$ cat config.mk
export PLATFORM = sky130hd
export DESIGN_NAME = gimbal_track_lost_search_control
export DESIGN_NICKNAME = d
export VERILOG_FILES = /design/src/rtl/gtls_pkg.sv /design/src/rtl/gtls_csr.sv /design/src/rtl/gtls_ctrl.sv /design/src/rtl/gtls_dp.sv /design/src/rtl/gimbal_track_lost_search_control.sv
export SDC_FILE = /design/constraint.sdc
export NUM_CORES = 2
export LEC_CHECK = 0
export ABC_AREA = 1
export BUFFER_PORTS_ARGS = -buffer_cell sky130_fd_sc_hd__buf_2
export CAP_MARGIN = 20
export CORE_MARGIN = 1
export CORE_UTILIZATION = 25
export DETAILED_ROUTE_END_ITERATION = 7
export GPL_TIMING_DRIVEN = 0
export SETUP_SLACK_MARGIN = 0.5
export SLEW_MARGIN = 25
export SYNTH_ARGS = -nofsm -noshare
export SYNTH_HDL_FRONTEND = slang
export SYNTH_SLANG_ARGS = --single-unit
$ cat constraint.sdc
create_clock -name clock -period 13.05 [get_ports clock]
set_clock_uncertainty 0.2 [all_clocks]
set_input_delay 1.9575 -clock clock [delete_from_list [all_inputs] [get_ports clock]]
set_output_delay 1.9575 -clock clock [all_outputs]
set_load 0.02 [all_outputs]
$ cat src/rtl/gtls_pkg.sv
// Shared types and constants for the gimbal track/lost/search controller.
// No dependencies; imported by every module of the block.
package gtls_pkg;

   localparam int COUNT_WIDTH_DEF = 11;

   localparam int ANGLE_WIDTH = 15;
   localparam int DIST_WIDTH  = 16;
   localparam int GAIN_WIDTH  = 16;
   localparam int MAG_WIDTH   = 14;
   localparam int THR_WIDTH   = 10;
   localparam int MISS_WIDTH  = 11;

   localparam int CSR_ADDR_WIDTH = 5;
   localparam int CSR_DATA_WIDTH = 32;

   localparam int REQ_TDATA_WIDTH = 48;
   localparam int REQ_TUSER_WIDTH = 2;
   localparam int RSP_TDATA_WIDTH = 64;
   localparam int RSP_TUSER_WIDTH = 2;

   // result tdata layout
   localparam int RSP_CTRL_BIT   = 0;
   localparam int RSP_YAW_LSB    = 1;
   localparam int RSP_PITCH_LSB  = 16;
   localparam int RSP_DIST_LSB   = 31;
   localparam int RSP_FIRE_BIT   = 47;
   localparam int RSP_MISS_LSB   = 48;

   // Q4.12 gain scaling and x/5 by reciprocal: floor(x*52429 / 2^18)
   localparam int              GAIN_SHIFT = 12;
   localparam int              DIV5_SHIFT = 18;
   localparam logic [GAIN_WIDTH-1:0] DIV5_RECIP = 16'd52429;

   typedef enum logic [2:0] {
      CSR_YAW_GAIN    = 3'd0,
      CSR_PITCH_GAIN  = 3'd1,
      CSR_MAX_COMMAND = 3'd2,
      CSR_FIRE_YAW    = 3'd3,
      CSR_FIRE_PITCH  = 3'd4,
      CSR_LOST_THR    = 3'd5,
      CSR_SEARCH_THR  = 3'd6,
      CSR_SEARCH_YAW  = 3'd7
   } csr_index_type;

   typedef enum logic [1:0] {
      MODE_IDLE   = 2'd0,
      MODE_TRACK  = 2'd1,
      MODE_LOST   = 2'd2,
      MODE_SEARCH = 2'd3
   } mode_type;

   typedef struct packed {
      logic [GAIN_WIDTH-1:0] yaw_gain;
      logic [GAIN_WIDTH-1:0] pitch_gain;
      logic [MAG_WIDTH-1:0]  max_command;
      logic [MAG_WIDTH-1:0]  fire_yaw_tolerance;
      logic [MAG_WIDTH-1:0]  fire_pitch_tolerance;
      logic [THR_WIDTH-1:0]  lost_threshold;
      logic [THR_WIDTH-1:0]  search_threshold;
      logic [MAG_WIDTH-1:0]  search_yaw;
   } cfg_type;

   typedef struct packed {
      logic capture;
      logic miss_upd;
      logic calc;
      logic div_step;
      logic load;
   } cmd_type;

   typedef struct packed {
      logic frame;
      logic search;
      logic div_done;
      logic out_free;
   } status_type;

endpackage

$ cat src/rtl/gtls_csr.sv
// Configuration register file on an APB-style port.
// Depends on gtls_pkg for the register map and the cfg_type bundle.
module gtls_csr import gtls_pkg::*; (
   input  logic                      clock,
   input  logic                      reset,
   input  logic                      csr_psel,
   input  logic                      csr_penable,
   input  logic                      csr_pwrite,
   input  logic [CSR_ADDR_WIDTH-1:0] csr_paddr,
   input  logic [CSR_DATA_WIDTH-1:0] csr_pwdata,
   output logic [CSR_DATA_WIDTH-1:0] csr_prdata,
   output cfg_type                   cfg
);

   cfg_type       cfg_ff, cfg_in;
   csr_index_type idx;
   logic          wr;

   assign idx = csr_index_type'(csr_paddr[CSR_ADDR_WIDTH-1:2]);
   assign wr  = csr_psel & csr_penable & csr_pwrite;

   always_comb begin
      cfg_in = cfg_ff;
      if (wr) begin
         case (idx)
            CSR_YAW_GAIN:    cfg_in.yaw_gain             = csr_pwdata[GAIN_WIDTH-1:0];
            CSR_PITCH_GAIN:  cfg_in.pitch_gain           = csr_pwdata[GAIN_WIDTH-1:0];
            CSR_MAX_COMMAND: cfg_in.max_command          = csr_pwdata[MAG_WIDTH-1:0];
            CSR_FIRE_YAW:    cfg_in.fire_yaw_tolerance   = csr_pwdata[MAG_WIDTH-1:0];
            CSR_FIRE_PITCH:  cfg_in.fire_pitch_tolerance = csr_pwdata[MAG_WIDTH-1:0];
            CSR_LOST_THR:    cfg_in.lost_threshold       = csr_pwdata[THR_WIDTH-1:0];
            CSR_SEARCH_THR:  cfg_in.search_threshold     = csr_pwdata[THR_WIDTH-1:0];
            CSR_SEARCH_YAW:  cfg_in.search_yaw           = csr_pwdata[MAG_WIDTH-1:0];
            default: ;
         endcase
      end
   end

   always_ff @(posedge clock) begin
      if (reset) begin
         cfg_ff.yaw_gain             <= 16'd4096;
         cfg_ff.pitch_gain           <= 16'd4096;
         cfg_ff.max_command          <= 14'd640;
         cfg_ff.fire_yaw_tolerance   <= 14'd64;
         cfg_ff.fire_pitch_tolerance <= 14'd64;
         cfg_ff.lost_threshold       <= 10'd10;
         cfg_ff.search_threshold     <= 10'd60;
         cfg_ff.search_yaw           <= 14'd320;
      end else begin
         cfg_ff <= cfg_in;
      end
   end

   always_comb begin
      case (idx)
         CSR_YAW_GAIN:    csr_prdata = CSR_DATA_WIDTH'(cfg_ff.yaw_gain);
         CSR_PITCH_GAIN:  csr_prdata = CSR_DATA_WIDTH'(cfg_ff.pitch_gain);
         CSR_MAX_COMMAND: csr_prdata = CSR_DATA_WIDTH'(cfg_ff.max_command);
         CSR_FIRE_YAW:    csr_prdata = CSR_DATA_WIDTH'(cfg_ff.fire_yaw_tolerance);
         CSR_FIRE_PITCH:  csr_prdata = CSR_DATA_WIDTH'(cfg_ff.fire_pitch_tolerance);
         CSR_LOST_THR:    csr_prdata = CSR_DATA_WIDTH'(cfg_ff.lost_threshold);
         CSR_SEARCH_THR:  csr_prdata = CSR_DATA_WIDTH'(cfg_ff.search_threshold);
         CSR_SEARCH_YAW:  csr_prdata = CSR_DATA_WIDTH'(cfg_ff.search_yaw);
         default:         csr_prdata = '0;
      endcase
   end

   assign cfg = cfg_ff;

endmodule

$ cat src/rtl/gtls_ctrl.sv
// Sequencer for one frame event: accept, miss update, multiply, divide, load.
// Depends on gtls_pkg for the command and status bundles.
module gtls_ctrl import gtls_pkg::*; (
   input  logic       clock,
   input  logic       reset,
   input  logic       req_tvalid,
   output logic       req_tready,
   input  status_type status,
   output cmd_type    cmd
);

   typedef enum logic [4:0] {
      ST_IDLE = 5'b00001,
      ST_MISS = 5'b00010,
      ST_CALC = 5'b00100,
      ST_DIV  = 5'b01000,
      ST_LOAD = 5'b10000
   } state_type;

   state_type state_ff, state_in;

   always_comb begin
      state_in   = state_ff;
      cmd        = '0;
      req_tready = 1'b0;
      case (state_ff)
         ST_IDLE: begin
            req_tready  = 1'b1;
            cmd.capture = req_tvalid;
            if (req_tvalid) state_in = ST_MISS;
         end
         ST_MISS: begin
            cmd.miss_upd = 1'b1;
            state_in     = status.frame ? ST_CALC : ST_IDLE;
         end
         ST_CALC: begin
            // also seeds the divider; only a sweep needs its quotient
            cmd.calc = 1'b1;
            state_in = status.search ? ST_DIV : ST_LOAD;
         end
         ST_DIV: begin
            cmd.div_step = 1'b1;
            if (status.div_done) state_in = ST_LOAD;
         end
         ST_LOAD: begin
            if (status.out_free) begin
               cmd.load = 1'b1;
               state_in = ST_IDLE;
            end
         end
         default: state_in = ST_IDLE;
      endcase
   end

   always_ff @(posedge clock) begin
      if (reset) state_ff <= ST_IDLE;
      else       state_ff <= state_in;
   end

endmodule

$ cat src/rtl/gtls_dp.sv
// Datapath: input capture, miss counter and mode, gain/decay multipliers,
// restoring divider for the sweep parity, held command and result register.
// Depends on gtls_pkg.
module gtls_dp import gtls_pkg::*; #(
   parameter int COUNT_WIDTH = COUNT_WIDTH_DEF
) (
   input  logic                       clock,
   input  logic                       reset,
   input  cfg_type                    cfg,
   input  cmd_type                    cmd,
   output status_type                 status,
   input  logic [REQ_TUSER_WIDTH-1:0] req_tuser,
   input  logic [REQ_TDATA_WIDTH-1:0] req_tdata,
   output logic                       rsp_tvalid,
   input  logic                       rsp_tready,
   output logic [RSP_TDATA_WIDTH-1:0] rsp_tdata,
   output logic [RSP_TUSER_WIDTH-1:0] rsp_tuser
);

   localparam int CMP_WIDTH  = (COUNT_WIDTH > THR_WIDTH) ? COUNT_WIDTH : THR_WIDTH + 1;
   localparam int STEP_WIDTH = $clog2(COUNT_WIDTH + 1);
   localparam int OPA_WIDTH  = ANGLE_WIDTH + 2;
   localparam int PROD_WIDTH = OPA_WIDTH + GAIN_WIDTH;
   localparam int TRK_WIDTH  = PROD_WIDTH - GAIN_SHIFT;

   // captured beat
   logic                   kind_ff, found_ff;
   logic [ANGLE_WIDTH-1:0] ty_ff, tp_ff;
   logic [DIST_WIDTH-1:0]  td_ff;

   always_ff @(posedge clock) begin
      if (cmd.capture) begin
         kind_ff  <= req_tuser[0];
         found_ff <= req_tuser[1];
         ty_ff    <= req_tdata[ANGLE_WIDTH-1:0];
         tp_ff    <= req_tdata[2*ANGLE_WIDTH-1:ANGLE_WIDTH];
         td_ff    <= req_tdata[2*ANGLE_WIDTH+DIST_WIDTH-1:2*ANGLE_WIDTH];
      end
   end

   logic track;
   assign track = kind_ff & found_ff;

   // miss counter and mode
   logic [COUNT_WIDTH-1:0] miss_ff, miss_in, miss_inc;
   logic [CMP_WIDTH-1:0]   lost_ext, search_ext, inc_ext;
   mode_type               mode_ff, mode_in;

   assign miss_inc   = miss_ff + 1'b1;
   assign inc_ext    = CMP_WIDTH'(miss_inc);
   assign lost_ext   = CMP_WIDTH'(cfg.lost_threshold);
   assign search_ext = CMP_WIDTH'(cfg.search_threshold);

   always_comb begin
      miss_in = miss_ff;
      mode_in = mode_ff;
      if (cmd.miss_upd) begin
         if (track) begin
            miss_in = '0;
            mode_in = MODE_TRACK;
         end else if (inc_ext <= lost_ext) begin
            miss_in = miss_inc;
            mode_in = MODE_LOST;
         end else if (inc_ext <= search_ext) begin
            miss_in = miss_inc;
            mode_in = MODE_SEARCH;
         end else begin
            miss_in = COUNT_WIDTH'(lost_ext + 1'b1);
            mode_in = MODE_SEARCH;
         end
      end
   end

   // held command
   logic                   held_ctrl_ff, held_ctrl_in;
   logic [ANGLE_WIDTH-1:0] held_yaw_ff, held_yaw_in, held_pitch_ff, held_pitch_in;
   logic [DIST_WIDTH-1:0]  held_dist_ff, held_dist_in;
   logic                   held_fire_ff, held_fire_in;

   // magnitudes
   logic [ANGLE_WIDTH-1:0] mag_ty, mag_tp, mag_hy, mag_hp;
   assign mag_ty = ty_ff[ANGLE_WIDTH-1] ? (~ty_ff + 1'b1) : ty_ff;
   assign mag_tp = tp_ff[ANGLE_WIDTH-1] ? (~tp_ff + 1'b1) : tp_ff;
   assign mag_hy = held_yaw_ff[ANGLE_WIDTH-1] ? (~held_yaw_ff + 1'b1) : held_yaw_ff;
   assign mag_hp = held_pitch_ff[ANGLE_WIDTH-1] ? (~held_pitch_ff + 1'b1) : held_pitch_ff;

   // shared multipliers: gain product when tracking, 4*v*recip(5) when decaying
   logic [OPA_WIDTH-1:0]  opa_y, opa_p;
   logic [GAIN_WIDTH-1:0] opb_y, opb_p;
   logic [PROD_WIDTH-1:0] prod_y_ff, prod_p_ff;

   assign opa_y = track ? {2'b00, mag_ty} : {mag_hy, 2'b00};
   assign opa_p = track ? {2'b00, mag_tp} : {mag_hp, 2'b00};
   assign opb_y = track ? cfg.yaw_gain   : DIV5_RECIP;
   assign opb_p = track ? cfg.pitch_gain : DIV5_RECIP;

   always_ff @(posedge clock) begin
      if (cmd.calc) begin
         prod_y_ff <= PROD_WIDTH'(opa_y) * PROD_WIDTH'(opb_y);
         prod_p_ff <= PROD_WIDTH'(opa_p) * PROD_WIDTH'(opb_p);
      end
   end

   // restoring divider, one quotient bit per step; only the last bit is kept
   logic [THR_WIDTH-1:0]   divisor, rem_ff, rem_next;
   logic [THR_WIDTH:0]     trial;
   logic                   q_bit, qbit_ff;
   logic [COUNT_WIDTH-1:0] dvd_ff;
   logic [STEP_WIDTH-1:0]  step_ff;

   assign divisor  = (cfg.search_threshold == '0) ? THR_WIDTH'(1) : cfg.search_threshold;
   assign trial    = {rem_ff, dvd_ff[COUNT_WIDTH-1]};
   assign q_bit    = (trial >= {1'b0, divisor});
   assign rem_next = q_bit ? THR_WIDTH'(trial - {1'b0, divisor}) : trial[THR_WIDTH-1:0];

   always_ff @(posedge clock) begin
      if (cmd.calc) begin
         rem_ff <= '0;
         dvd_ff <= miss_ff;
      end else if (cmd.div_step) begin
         rem_ff  <= rem_next;
         dvd_ff  <= dvd_ff << 1;
         qbit_ff <= q_bit;
      end
   end

   always_ff @(posedge clock) begin
      if (reset)             step_ff <= '0;
      else if (cmd.calc)     step_ff <= STEP_WIDTH'(COUNT_WIDTH);
      else if (cmd.div_step) step_ff <= step_ff - 1'b1;
   end

   // command forming
   logic [TRK_WIDTH-1:0]   trk_y_raw, trk_p_raw;
   logic [MAG_WIDTH-1:0]   trk_y_mag, trk_p_mag;
   logic [ANGLE_WIDTH-1:0] trk_y_ext, trk_p_ext, trk_yaw, trk_pitch;
   logic [ANGLE_WIDTH-1:0] dec_y_mag, dec_p_mag, dec_yaw, dec_pitch;
   logic [ANGLE_WIDTH-1:0] sweep_ext, sweep_yaw;
   logic                   fire_ok;

   assign trk_y_raw = prod_y_ff[PROD_WIDTH-1:GAIN_SHIFT];
   assign trk_p_raw = prod_p_ff[PROD_WIDTH-1:GAIN_SHIFT];
   assign trk_y_mag = (trk_y_raw > TRK_WIDTH'(cfg.max_command)) ? cfg.max_command
                                                               : trk_y_raw[MAG_WIDTH-1:0];
   assign trk_p_mag = (trk_p_raw > TRK_WIDTH'(cfg.max_command)) ? cfg.max_command
                                                               : trk_p_raw[MAG_WIDTH-1:0];
   assign trk_y_ext = {1'b0, trk_y_mag};
   assign trk_p_ext = {1'b0, trk_p_mag};
   // yaw is negated: a non-negative error gives a negative command
   assign trk_yaw   = ty_ff[ANGLE_WIDTH-1] ? trk_y_ext : (~trk_y_ext + 1'b1);
   assign trk_pitch = tp_ff[ANGLE_WIDTH-1] ? (~trk_p_ext + 1'b1) : trk_p_ext;

   assign dec_y_mag = prod_y_ff[DIV5_SHIFT +: ANGLE_WIDTH];
   assign dec_p_mag = prod_p_ff[DIV5_SHIFT +: ANGLE_WIDTH];
   assign dec_yaw   = held_yaw_ff[ANGLE_WIDTH-1]   ? (~dec_y_mag + 1'b1) : dec_y_mag;
   assign dec_pitch = held_pitch_ff[ANGLE_WIDTH-1] ? (~dec_p_mag + 1'b1) : dec_p_mag;

   assign sweep_ext = {1'b0, cfg.search_yaw};
   assign sweep_yaw = qbit_ff ? (~sweep_ext + 1'b1) : sweep_ext;

   assign fire_ok = (mag_ty <= ANGLE_WIDTH'(cfg.fire_yaw_tolerance)) &&
                    (mag_tp <= ANGLE_WIDTH'(cfg.fire_pitch_tolerance));

   always_comb begin
      held_ctrl_in  = held_ctrl_ff;
      held_yaw_in   = held_yaw_ff;
      held_pitch_in = held_pitch_ff;
      held_dist_in  = held_dist_ff;
      held_fire_in  = held_fire_ff;
      if (cmd.load) begin
         case (mode_ff)
            MODE_TRACK: begin
               held_ctrl_in  = 1'b1;
               held_yaw_in   = trk_yaw;
               held_pitch_in = trk_pitch;
               held_dist_in  = td_ff;
               held_fire_in  = fire_ok;
            end
            MODE_LOST: begin
               held_yaw_in   = dec_yaw;
               held_pitch_in = dec_pitch;
               held_fire_in  = 1'b0;
            end
            MODE_SEARCH: begin
               held_ctrl_in  = 1'b1;
               held_yaw_in   = sweep_yaw;
               held_pitch_in = '0;
               held_dist_in  = '0;
               held_fire_in  = 1'b0;
            end
            default: begin
               held_ctrl_in  = 1'b0;
               held_yaw_in   = '0;
               held_pitch_in = '0;
               held_dist_in  = '0;
               held_fire_in  = 1'b0;
            end
         endcase
      end
   end

   always_ff @(posedge clock) begin
      if (reset) begin
         miss_ff       <= '0;
         mode_ff       <= MODE_IDLE;
         held_ctrl_ff  <= 1'b0;
         held_yaw_ff   <= '0;
         held_pitch_ff <= '0;
         held_dist_ff  <= '0;
         held_fire_ff  <= 1'b0;
      end else begin
         miss_ff       <= miss_in;
         mode_ff       <= mode_in;
         held_ctrl_ff  <= held_ctrl_in;
         held_yaw_ff   <= held_yaw_in;
         held_pitch_ff <= held_pitch_in;
         held_dist_ff  <= held_dist_in;
         held_fire_ff  <= held_fire_in;
      end
   end

   // result register
   logic                       rsp_valid_ff;
   logic [RSP_TDATA_WIDTH-1:0] rsp_data_ff;
   logic [RSP_TUSER_WIDTH-1:0] rsp_user_ff;

   always_ff @(posedge clock) begin
      if (reset)           rsp_valid_ff <= 1'b0;
      else if (cmd.load)   rsp_valid_ff <= 1'b1;
      else if (rsp_tready) rsp_valid_ff <= 1'b0;
   end

   always_ff @(posedge clock) begin
      if (cmd.load) begin
         rsp_data_ff <= {5'b00000, MISS_WIDTH'(miss_ff), held_fire_in, held_dist_in,
                         held_pitch_in, held_yaw_in, held_ctrl_in};
         rsp_user_ff <= mode_ff;
      end
   end

   assign rsp_tvalid = rsp_valid_ff;
   assign rsp_tdata  = rsp_data_ff;
   assign rsp_tuser  = rsp_user_ff;

   assign status.frame    = kind_ff;
   assign status.search   = (mode_ff == MODE_SEARCH);
   assign status.div_done = (step_ff == STEP_WIDTH'(1));
   assign status.out_free = ~rsp_valid_ff | rsp_tready;

endmodule

$ cat src/rtl/gimbal_track_lost_search_control.sv
// Gimbal track/lost/search controller, top level.
// Depends on gtls_pkg, gtls_csr, gtls_ctrl and gtls_dp.
//
// One req_ beat is one frame event; tuser says whether an image came and
// whether a target was solved. An event without an image only updates the
// miss counter and mode and yields no rsp_ beat; every frame yields exactly one beat.
// A tracking or lost frame passes through capture, miss update, multiply
// and load; a search frame also runs a divide step, where the sweep direction
// comes from a restoring divider that produces one quotient bit per cycle.
// A no-image event frees the input after its miss update. One event at a time.
// The result sits in an output register; while the receiver stalls a new
// event may be accepted and worked on, and it waits in its load step until
// that register is taken.
// Reset (synchronous) restores the register defaults, mode idle, a zero miss
// count and a zero held command. The user must write the csr_ port only
// while idle; the block itself does not enforce this. pready is always high.
module gimbal_track_lost_search_control import gtls_pkg::*; #(
   parameter int COUNT_WIDTH = COUNT_WIDTH_DEF
) (
   input  logic                       clock,
   input  logic                       reset,
   input  logic                       req_tvalid,
   output logic                       req_tready,
   // [14:0] target_yaw, [29:15] target_pitch, [45:30] target_distance, [47:46] zero
   input  logic [REQ_TDATA_WIDTH-1:0] req_tdata,
   // [0] kind, [1] has_target
   input  logic [REQ_TUSER_WIDTH-1:0] req_tuser,
   output logic                       rsp_tvalid,
   input  logic                       rsp_tready,
   // [0] control_on, [15:1] yaw_command, [30:16] pitch_command,
   // [46:31] distance_out, [47] fire, [58:48] missed_count, [63:59] zero
   output logic [RSP_TDATA_WIDTH-1:0] rsp_tdata,
   // [1:0] mode
   output logic [RSP_TUSER_WIDTH-1:0] rsp_tuser,
   input  logic                       csr_psel,
   input  logic                       csr_penable,
   input  logic                       csr_pwrite,
   input  logic [CSR_ADDR_WIDTH-1:0]  csr_paddr,
   input  logic [CSR_DATA_WIDTH-1:0]  csr_pwdata,
   output logic [CSR_DATA_WIDTH-1:0]  csr_prdata,
   output logic                       csr_pready
);

   cfg_type    cfg;
   cmd_type    cmd;
   status_type status;

   assign csr_pready = 1'b1;

   gtls_csr u_csr (
      .clock       (clock),
      .reset       (reset),
      .csr_psel    (csr_psel),
      .csr_penable (csr_penable),
      .csr_pwrite  (csr_pwrite),
      .csr_paddr   (csr_paddr),
      .csr_pwdata  (csr_pwdata),
      .csr_prdata  (csr_prdata),
      .cfg         (cfg)
   );

   gtls_ctrl u_ctrl (
      .clock      (clock),
      .reset      (reset),
      .req_tvalid (req_tvalid),
      .req_tready (req_tready),
      .status     (status),
      .cmd        (cmd)
   );

   gtls_dp #(.COUNT_WIDTH(COUNT_WIDTH)) u_dp (
      .clock      (clock),
      .reset      (reset),
      .cfg        (cfg),
      .cmd        (cmd),
      .status     (status),
      .req_tuser  (req_tuser),
      .req_tdata  (req_tdata),
      .rsp_tvalid (rsp_tvalid),
      .rsp_tready (rsp_tready),
      .rsp_tdata  (rsp_tdata),
      .rsp_tuser  (rsp_tuser)
   );

endmodule

After elaboration in Yosys (flattened, before gate mapping). Cells that the tools add are included.

Input bits: 94. Output and inout port bits: 101. Bits in writable memories: 0. Word-level logic and storage cells: 156. Memory bits (read-only): 0. Memories kept: 0. Latch bits: 0. Register bits: 376.

Mux-type cells: 52. Shift operators: 0. Multipliers: 2. Divide/modulo/power cells: 0. Reductions and logical operators: 17. Bitwise operators: 15. Equal/unequal tests: 19. $lt $le $gt $ge: 7. Add/sub/neg operators: 13.

Operators with widths (count): $pmux W32 S8 (1); $mux W15 (11); $add A15 B1 Y15 const B (9); $not A15 Y15 (6); $mul A17 B16 Y33 (2); $mux W11 (5); $mux W16 (3); $not A14 Y15 (3); $pmux W15 S3 (1); $gt A21 B14 Y1 (2); $mux W17 (2); $pmux W16 S2 (1); $le A15 B14 Y1 (2); $pmux W15 S2 (1); $mux W14 (2); $pmux W5 S5 (1); $le A11 B10 Y1 (2); $mux W10 (2); $mux W5 (4); $reduce_and A2 Y1 (9); $mux W1 (13); $eq A3 B3 Y1 const B (4); $add A10 B1 Y11 const B (1); $add A11 B1 Y11 const B (1); other kinds (27) (37).

Longest topological paths before layout.
Depth in word-level cells: 7. Mapped depth: 39. Mapped depth without buffers: 39.

By module. From an unflattened synthesis, not the netlist that was laid out.

Cells, all modules: 4951. Area total of the unflattened synthesis: 38051.5 um2.

By module, submodules not included: gtls_dp (instances 1, area each 32680.1 um2, sequential area each 6416.2 um2, cells an instance 4154); gtls_csr (instances 1, area each 5023.6 um2, sequential area each 2162.1 um2, cells an instance 739); gtls_ctrl (instances 1, area each 336.6 um2, sequential area each 100.1 um2, cells an instance 56); gimbal_track_lost_search_control (instances 1, area each 11.3 um2, sequential area each 0.0 um2, cells an instance 2).

Worst setup path before layout. No wires, ideal clock.

Path type: reg-to-reg. Start point: register u_dp.tp_ff[0]. End point: register u_dp.prod_p_ff[29], data pin. Path buffers: 1. Arrival: 6.636 ns. Setup slack: 5.954 ns. Period minus slack after synthesis: 7.096 ns. Library setup time: 0.260 ns. Stages on the path, launching flop included: 36. Required time: 12.590 ns. Path through: edfxtp_1 > inv_1 > ha_1 > inv_1 > nor3_1 > inv_1 > nor2_1 > inv_1 > nor2_1 > a21oi_1 > xor2_1 > o21ai_1 > inv_1 > buf_2 > nand2_1 > fa_1 > fa_1 > fa_1 > inv_1 > fa_1 > fa_1 > inv_1 > fa_1 > inv_1 > ha_1 > a21oi_1 > o21ai_0 > a21oi_1 > nand2_1 > nand2_1 > o211ai_1 > nand2_1 > o211ai_1 > nand3_1 > nand3_1 > xor2_1.

Longest elaborated chain between the ends: 5.

RTL lines: from (decl) (RTL line gtls_dp.sv:28) `logic [ANGLE_WIDTH-1:0] ty_ff, tp_ff;`; from (signal assigned) (RTL line gtls_dp.sv:36) `tp_ff <= req_tdata[2*ANGLE_WIDTH-1:ANGLE_WIDTH];`; $not A15 Y15 (RTL line gtls_dp.sv:83) `assign mag_tp = tp_ff[ANGLE_WIDTH-1] ? (~tp_ff + 1'b1) : tp_ff;`; $add A15 B1 Y15 (RTL line gtls_dp.sv:83); $mux W15 * (RTL line gtls_dp.sv:83); $mux W17 * (RTL line gtls_dp.sv:93) `assign opa_p = track ? {2'b00, mag_tp} : {mag_hp, 2'b00};`; $mul A17 B16 Y33 * (RTL line gtls_dp.sv:100) `prod_p_ff <= PROD_WIDTH'(opa_p) * PROD_WIDTH'(opb_p);`; to (signal assigned) (RTL line gtls_dp.sv:100); to (decl) (RTL line gtls_dp.sv:90) `logic [PROD_WIDTH-1:0] prod_y_ff, prod_p_ff;`.

Mark *: on every way between the ends. The rest lies on a longest branch, timed or not. A chain may end at the register's enable or synchronous reset.

Worst setup path in the final report.
Start point: register u_dp.kind_ff. End point: register u_dp.prod_p_ff[32], data pin.

Longest elaborated chain between the ends: 3. Elaborated cells between the ends (all ways): 4. Classes of those cells: mul: 1; mux: 2; bitwise: 1.

RTL lines: from (decl) (RTL line gtls_dp.sv:27) `logic kind_ff, found_ff;`; from (signal assigned) (RTL line gtls_dp.sv:33) `kind_ff <= req_tuser[0];`; $and A1 B1 Y1 * (RTL line gtls_dp.sv:42) `assign track = kind_ff & found_ff;`; $mux W17 / $mux W16 (equally long branches) (RTL line gtls_dp.sv:93, gtls_dp.sv:95); $mul A17 B16 Y33 * (RTL line gtls_dp.sv:100).

Marks and branches as above.

==> flow_summary.html <==
<table>
<tr><th>Metric</th><th>Value</th></tr>
<tr><th colspan="2">Run status</th></tr>
<tr><td>Run status</td><td>finished clean</td></tr>
<tr><th colspan="2">Cells and area</th></tr>
<tr><td>Multi-input combinational cell area</td><td>0.0242 mm^2</td></tr>
<tr><td>Fraction of final layout cells sized beyond drive strength 1</td><td>7.52%</td></tr>
<tr><td>Layout area overhead</td><td>13.7%</td></tr>
<tr><td>Register area</td><td>0.00868 mm^2</td></tr>
<tr><td>Count of placed standard cells in the final layout, fillers left out</td><td>6905</td></tr>
<tr><td>Net count of the finished layout</td><td>5768</td></tr>
<tr><td>Fill cells</td><td>15700</td></tr>
<tr><th colspan="2">Worst setup path</th></tr>
<tr><td>Launching element type of the critical path</td><td>flip-flop</td></tr>
<tr><td>Most used cell, CP</td><td>fa_1</td></tr>
<tr><td>CP bufs+invs</td><td>7</td></tr>
<tr><td>Terminus of the critical flop-to-flop path</td><td>u_dp.prod_p_ff[32]$_DFFE_PP_</td></tr>
<tr><td>Reg-to-reg startpoint</td><td>u_dp.kind_ff$_DFFE_PP_</td></tr>
<tr><td>Standard cell with the maximum stage delay on the critical path</td><td>clkbuf_1</td></tr>
<tr><td>Top Family by Delay on Critical Path</td><td>adder cells</td></tr>
<tr><td>Arrival time reported for the critical path endpoint</td><td>9.42 ns</td></tr>
<tr><td>Number of cells on the worst reg-to-reg path</td><td>24</td></tr>
<tr><td>Endpoint kind of the worst setup timing path</td><td>flip-flop</td></tr>
<tr><td>Register-to-register setup slack</td><td>3.76 ns</td></tr>
<tr><td>Biggest fanout along the worst timing path</td><td>10</td></tr>
<tr><td>Endpoint required time on the critical path</td><td>13.18 ns</td></tr>
<tr><td>Critical path's largest stage delay</td><td>0.73 ns</td></tr>
<tr><td>CP Cell Sequence</td><td>nand2_2 &gt; clkbuf_1 &gt; clkbuf_1 &gt; nand3_1 &gt; o21ai_0 &gt; clkbuf_1 &gt; nor2_1 &gt; fa_1 &gt; inv_1 &gt; fa_1 &gt; inv_1 &gt; fa_1 &gt; fa_1 &gt; fa_1 &gt; inv_1 &gt; fa_1 &gt; inv_1 &gt; ha_1 &gt; nand2_1 &gt; nor4_1 &gt; nand3_1 &gt; nand2_1 &gt; a21oi_1 &gt; xnor2_1</td></tr>
<tr><td>Critical path type</td><td>reg -&gt; reg</td></tr>
<tr><th colspan="2">Synthesis</th></tr>
<tr><td>Flip-flop and latch count after synthesis</td><td>352</td></tr>
<tr><td>Post-synth design cell area</td><td>0.0370 mm^2</td></tr>
<tr><td>Post-synth top area share</td><td>22.4%</td></tr>
<tr><td>Distinct cell type count of the synthesized netlist</td><td>59</td></tr>
<tr><td>Fraction of registers with async set or reset after synthesis</td><td>0%</td></tr>
<tr><td>Largest cells by area after synthesis</td><td>fa_1 (22%), edfxtp_1 (13%), ha_1 (10%), dfxtp_1 (10%), inv_1 (9.5%)</td></tr>
<tr><td>Predominant post-synthesis flop cell</td><td>dfxtp_1</td></tr>
<tr><td>Post-Syn Instances</td><td>4696</td></tr>
<tr><td>Register area share after synthesis</td><td>23.4%</td></tr>
<tr><td>Yosys warning count</td><td>0</td></tr>
<tr><td>EDFF count, synth</td><td>163</td></tr>
<tr><td>Post-synthesis cell type with the largest combined area</td><td>fa_1</td></tr>
<tr><td>Per-instance average area after synthesis</td><td>7.89 um^2</td></tr>
<tr><th colspan="2">Clock network</th></tr>
<tr><td>Buffer count from post-CTS setup fixing</td><td>0</td></tr>
<tr><td>CTS Buffer Depth</td><td>3</td></tr>
<tr><td>Total clock sinks</td><td>352</td></tr>
<tr><td>Inserted Clock Buffers</td><td>42</td></tr>
<tr><td>Clk pin slew, worst setup/hold paths</td><td>0.07 ns</td></tr>
<tr><td>Post-cts hold buffer count</td><td>0</td></tr>
<tr><td>CTS H-Tree Depth</td><td>2</td></tr>
<tr><td>Clock tree root buffer cell</td><td>clkbuf_16</td></tr>
<tr><td>Worst skew pair latency</td><td>0.63 ns</td></tr>
<tr><td>Post-CTS sizing</td><td>0</td></tr>
<tr><td>CTS tree</td><td>done</td></tr>
<tr><th colspan="2">Floorplanning</th></tr>
<tr><td>Floorplan row count</td><td>140</td></tr>
<tr><td>DIE WIDTH</td><td>387 um</td></tr>
<tr><td>Height of the die</td><td>387 um</td></tr>
<tr><td>Top-level port count</td><td>195</td></tr>
<tr><td>Effective utilization at floorplan</td><td>25.3%</td></tr>
<tr><td>Area enclosed by the die boundary</td><td>0.150 mm^2</td></tr>
<tr><td>Placeable core area</td><td>0.146 mm^2</td></tr>
<tr><th colspan="2">Power and ir drop</th></tr>
<tr><td>Power per standard cell area</td><td>164 mW/mm^2</td></tr>
<tr><td>Static leakage</td><td>0.0199 uW</td></tr>
<tr><td>IR drop worst, VDD</td><td>0.181 mV</td></tr>
<tr><th colspan="2">Global routing</th></tr>
<tr><td>Wire length of the first global-routing pass</td><td>199000 um</td></tr>
<tr><td>Pin count of the biggest net entering global routing</td><td>23</td></tr>
<tr><td>Via count of the first global-routing pass</td><td>32100</td></tr>
<tr><td>Antenna violations before repair</td><td>1</td></tr>
<tr><td>Overflow after GRT</td><td>0</td></tr>
<tr><td>Overall Global Routing Usage</td><td>17.5%</td></tr>
<tr><th colspan="2">Placement</th></tr>
<tr><td>Detail Placement HPWL</td><td>109000 um</td></tr>
<tr><td>Final RePlAce weighted congestion</td><td>0.982</td></tr>
<tr><td>Quantity of I/O buffers inserted on ports</td><td>152</td></tr>
<tr><td>Placed Cells</td><td>6825</td></tr>
<tr><th colspan="2">STA</th></tr>
<tr><td>Upper clock frequency limit</td><td>0.108 GHz</td></tr>
<tr><td>Final Max Slew Viols</td><td>0</td></tr>
<tr><td>Setup TNS after final layout</td><td>0 ns</td></tr>
<tr><td>Hold violation count in the final report</td><td>0</td></tr>
<tr><td>Worst-Margin Slew</td><td>1.13 ns</td></tr>
<tr><td>Time the final worst path needs with I/O delays and setup</td><td>9.29 ns</td></tr>
<tr><td>Worst rel slew slack</td><td>24.2%</td></tr>
<tr><td>Finish-stage setup viols</td><td>0</td></tr>
<tr><td>RSZ-0062 raised after global routing</td><td>false</td></tr>
<tr><td>Period Utilization, post-route</td><td>71.2%</td></tr>
<tr><th colspan="2">Job</th></tr>
<tr><td>Maximum capacitance violations</td><td>0</td></tr>
<tr><th colspan="2">Worst hold path</th></tr>
<tr><td>Worst Min Path Start</td><td>u_dp.step_ff[2]$_SDFFE_PP0P_</td></tr>
<tr><td>Worst Hold Depth</td><td>1</td></tr>
<tr><td>Min-delay worst type</td><td>reg -&gt; reg</td></tr>
<tr><td>Hold endpoint</td><td>u_dp.step_ff[2]$_SDFFE_PP0P_</td></tr>
<tr><th colspan="2">Detailed routing</th></tr>
<tr><td>Total via count in the routed design</td><td>32700</td></tr>
<tr><td>Antenna Nets Post-Route</td><td>0</td></tr>
<tr><td>Average wire per standard cell</td><td>19.2 um</td></tr>
<tr><td>DRC violation count after routing</td><td>0</td></tr>
<tr><td>Vias per cell</td><td>4.74</td></tr>
<tr><td>Total detailed-routing wirelength</td><td>133000 um</td></tr>
<tr><td>Detailed Routing Iterations Pass 1</td><td>6</td></tr>
<tr><td>Starting DRT DRC Count</td><td>3124</td></tr>
</table>
-- registers in the layout, indices dropped and copies added, names as in the netlist, 4 cells and up --
| register | cells |
|---|---|
| u_dp.held_yaw_ff | 15 |
| u_dp.td_ff | 16 |
| u_dp.held_pitch_ff | 15 |
| u_ctrl.state_ff | 5 |
| u_dp.rem_ff | 10 |
| u_csr.cfg | 108 |
| u_dp.ty_ff | 15 |
| u_dp.prod_y_ff | 21 |
| u_dp.rsp_tdata | 59 |
| u_dp.tp_ff | 15 |
| u_dp.step_ff | 4 |
| u_dp.miss_ff | 11 |
| u_dp.held_dist_ff | 16 |
| u_dp.dvd_ff | 11 |
| u_dp.prod_p_ff | 21 |
-- power by group --
group	internal, uW	switching [uW]
Sequential	1360	59.9
Clock	717	554
Combinational	1440	2780
Total	3520	3390
-- synthesized netlist by cell type, types with 6 or more instances --
library cell / instances
o21ai_1: 17
a211oi_1: 6
nand3b_1: 11
or2_2: 17
clkinv_1: 20
nor4_1: 15
xor2_1: 81
inv_2: 6
nand2_1: 912
buf_2: 18
a21oi_1: 306
o211ai_1: 24
clkbuf_1: 103
ha_1: 307
edfxtp_1: 163
xnor2_1: 21
nor2_1: 422
nand4_1: 32
fa_1: 415
o21a_1: 9
inv_1: 942
o22ai_1: 47
nand3_1: 178
buf_4: 23
nand2_2: 18
a31oi_1: 6
a221oi_1: 13
o21ai_0: 226
nor3_1: 70
o21ai_2: 9
dfxtp_1: 189
-- stage by stage --
step / setup slack, ns / hold WS, ns / cell area [um^2] / utilization (%) / total power [uW]
after global placement: 0.749 / 0.253 / 40400 / 27.6 / 5550
after global routing: 3.39 / 0.298 / 42100 / 28.8 / 7500
final: 3.76 / 0.270 / 42100 / 28.8 / 6920
after floorplan: 5.95 / 0.236 / 37200 / - / 4350
after detailed placement: 4.00 / 0.260 / 40600 / 27.8 / 5610
after CTS: 3.97 / 0.272 / 42100 / 28.8 / 6920
-- layout by cell type, fill, tap and decap left out, types with 9 or more instances in the layout --
master and n:
a21oi_1 305, a221oi_1 13, buf_2 171, buf_4 28
clkbuf_1 104, clkbuf_16 46, clkinv_1 21, conb_1 50
dfxtp_1 189, edfxtp_1 163, fa_1 415, ha_1 307
inv_1 942, nand2_1 912, nand2_2 18, nand3_1 178
nand3b_1 11, nand4_1 32, nor2_1 419, nor3_1 68
nor4_1 14, o211ai_1 24, o21a_1 9, o21ai_0 224
o21ai_1 16, o21ai_2 12, o22ai_1 47, or2_2 17
xnor2_1 21, xor2_1 81
-- layer usage --
layer / up-vias / track usage [%] / wire [um]
met4: 0 / 8.09 / 6930
met5: - / 0 / 0
met3: 269 / 2.90 / 11200
li1: 15300 / - / -
met2: 1358 / 27.8 / 58800
met1: 15800 / 23.2 / 55800
-- how the worst max path moves through the flow --
stage                                       start                           end  slack (ns)  depth (start not counted)
after floorplan           u_dp.tp_ff[0]$_DFFE_PP_  u_dp.prod_p_ff[29]$_DFFE_PP_        5.95                         35
after global placement                 rsp_tready  u_dp.rsp_tdata[44]$_DFFE_PP_        0.75                          7
after detailed placement  u_dp.ty_ff[0]$_DFFE_PP_  u_dp.prod_y_ff[27]$_DFFE_PP_        4.00                         34
after CTS                 u_dp.ty_ff[0]$_DFFE_PP_  u_dp.prod_y_ff[27]$_DFFE_PP_        3.97                         34
after global routing      u_dp.tp_ff[0]$_DFFE_PP_  u_dp.prod_p_ff[29]$_DFFE_PP_        3.39                         35
final                      u_dp.kind_ff$_DFFE_PP_  u_dp.prod_p_ff[32]$_DFFE_PP_        3.76                         24
-- cell type report --
cell class | count | area share (%)
Antenna cell | 2 | 0.0119
Clock buffer | 54 | 2.88
Inverter | 968 | 8.63
Multi-Input combinational cell | 3271 | 57.6
Tap cell | 1917 | 5.70
Clock inverter | 24 | 0.674
Buffer | 153 | 1.71
Sequential cell | 352 | 20.6
Timing Repair Buffer | 164 | 2.23
-- kinds of logic after synthesis --
kind of cell	count (synthesis)	synth area share, %
other	2	0.0203
adders and majority gates	722	32.8
buffers and inverters	1121	11.7
and+or+nand+nor	1696	19.0
AOI/OAI and AO/OA	701	10.6
xor gates and xnor gates	102	2.41
DFF	352	23.4
(Power assumes the default switching activity.)
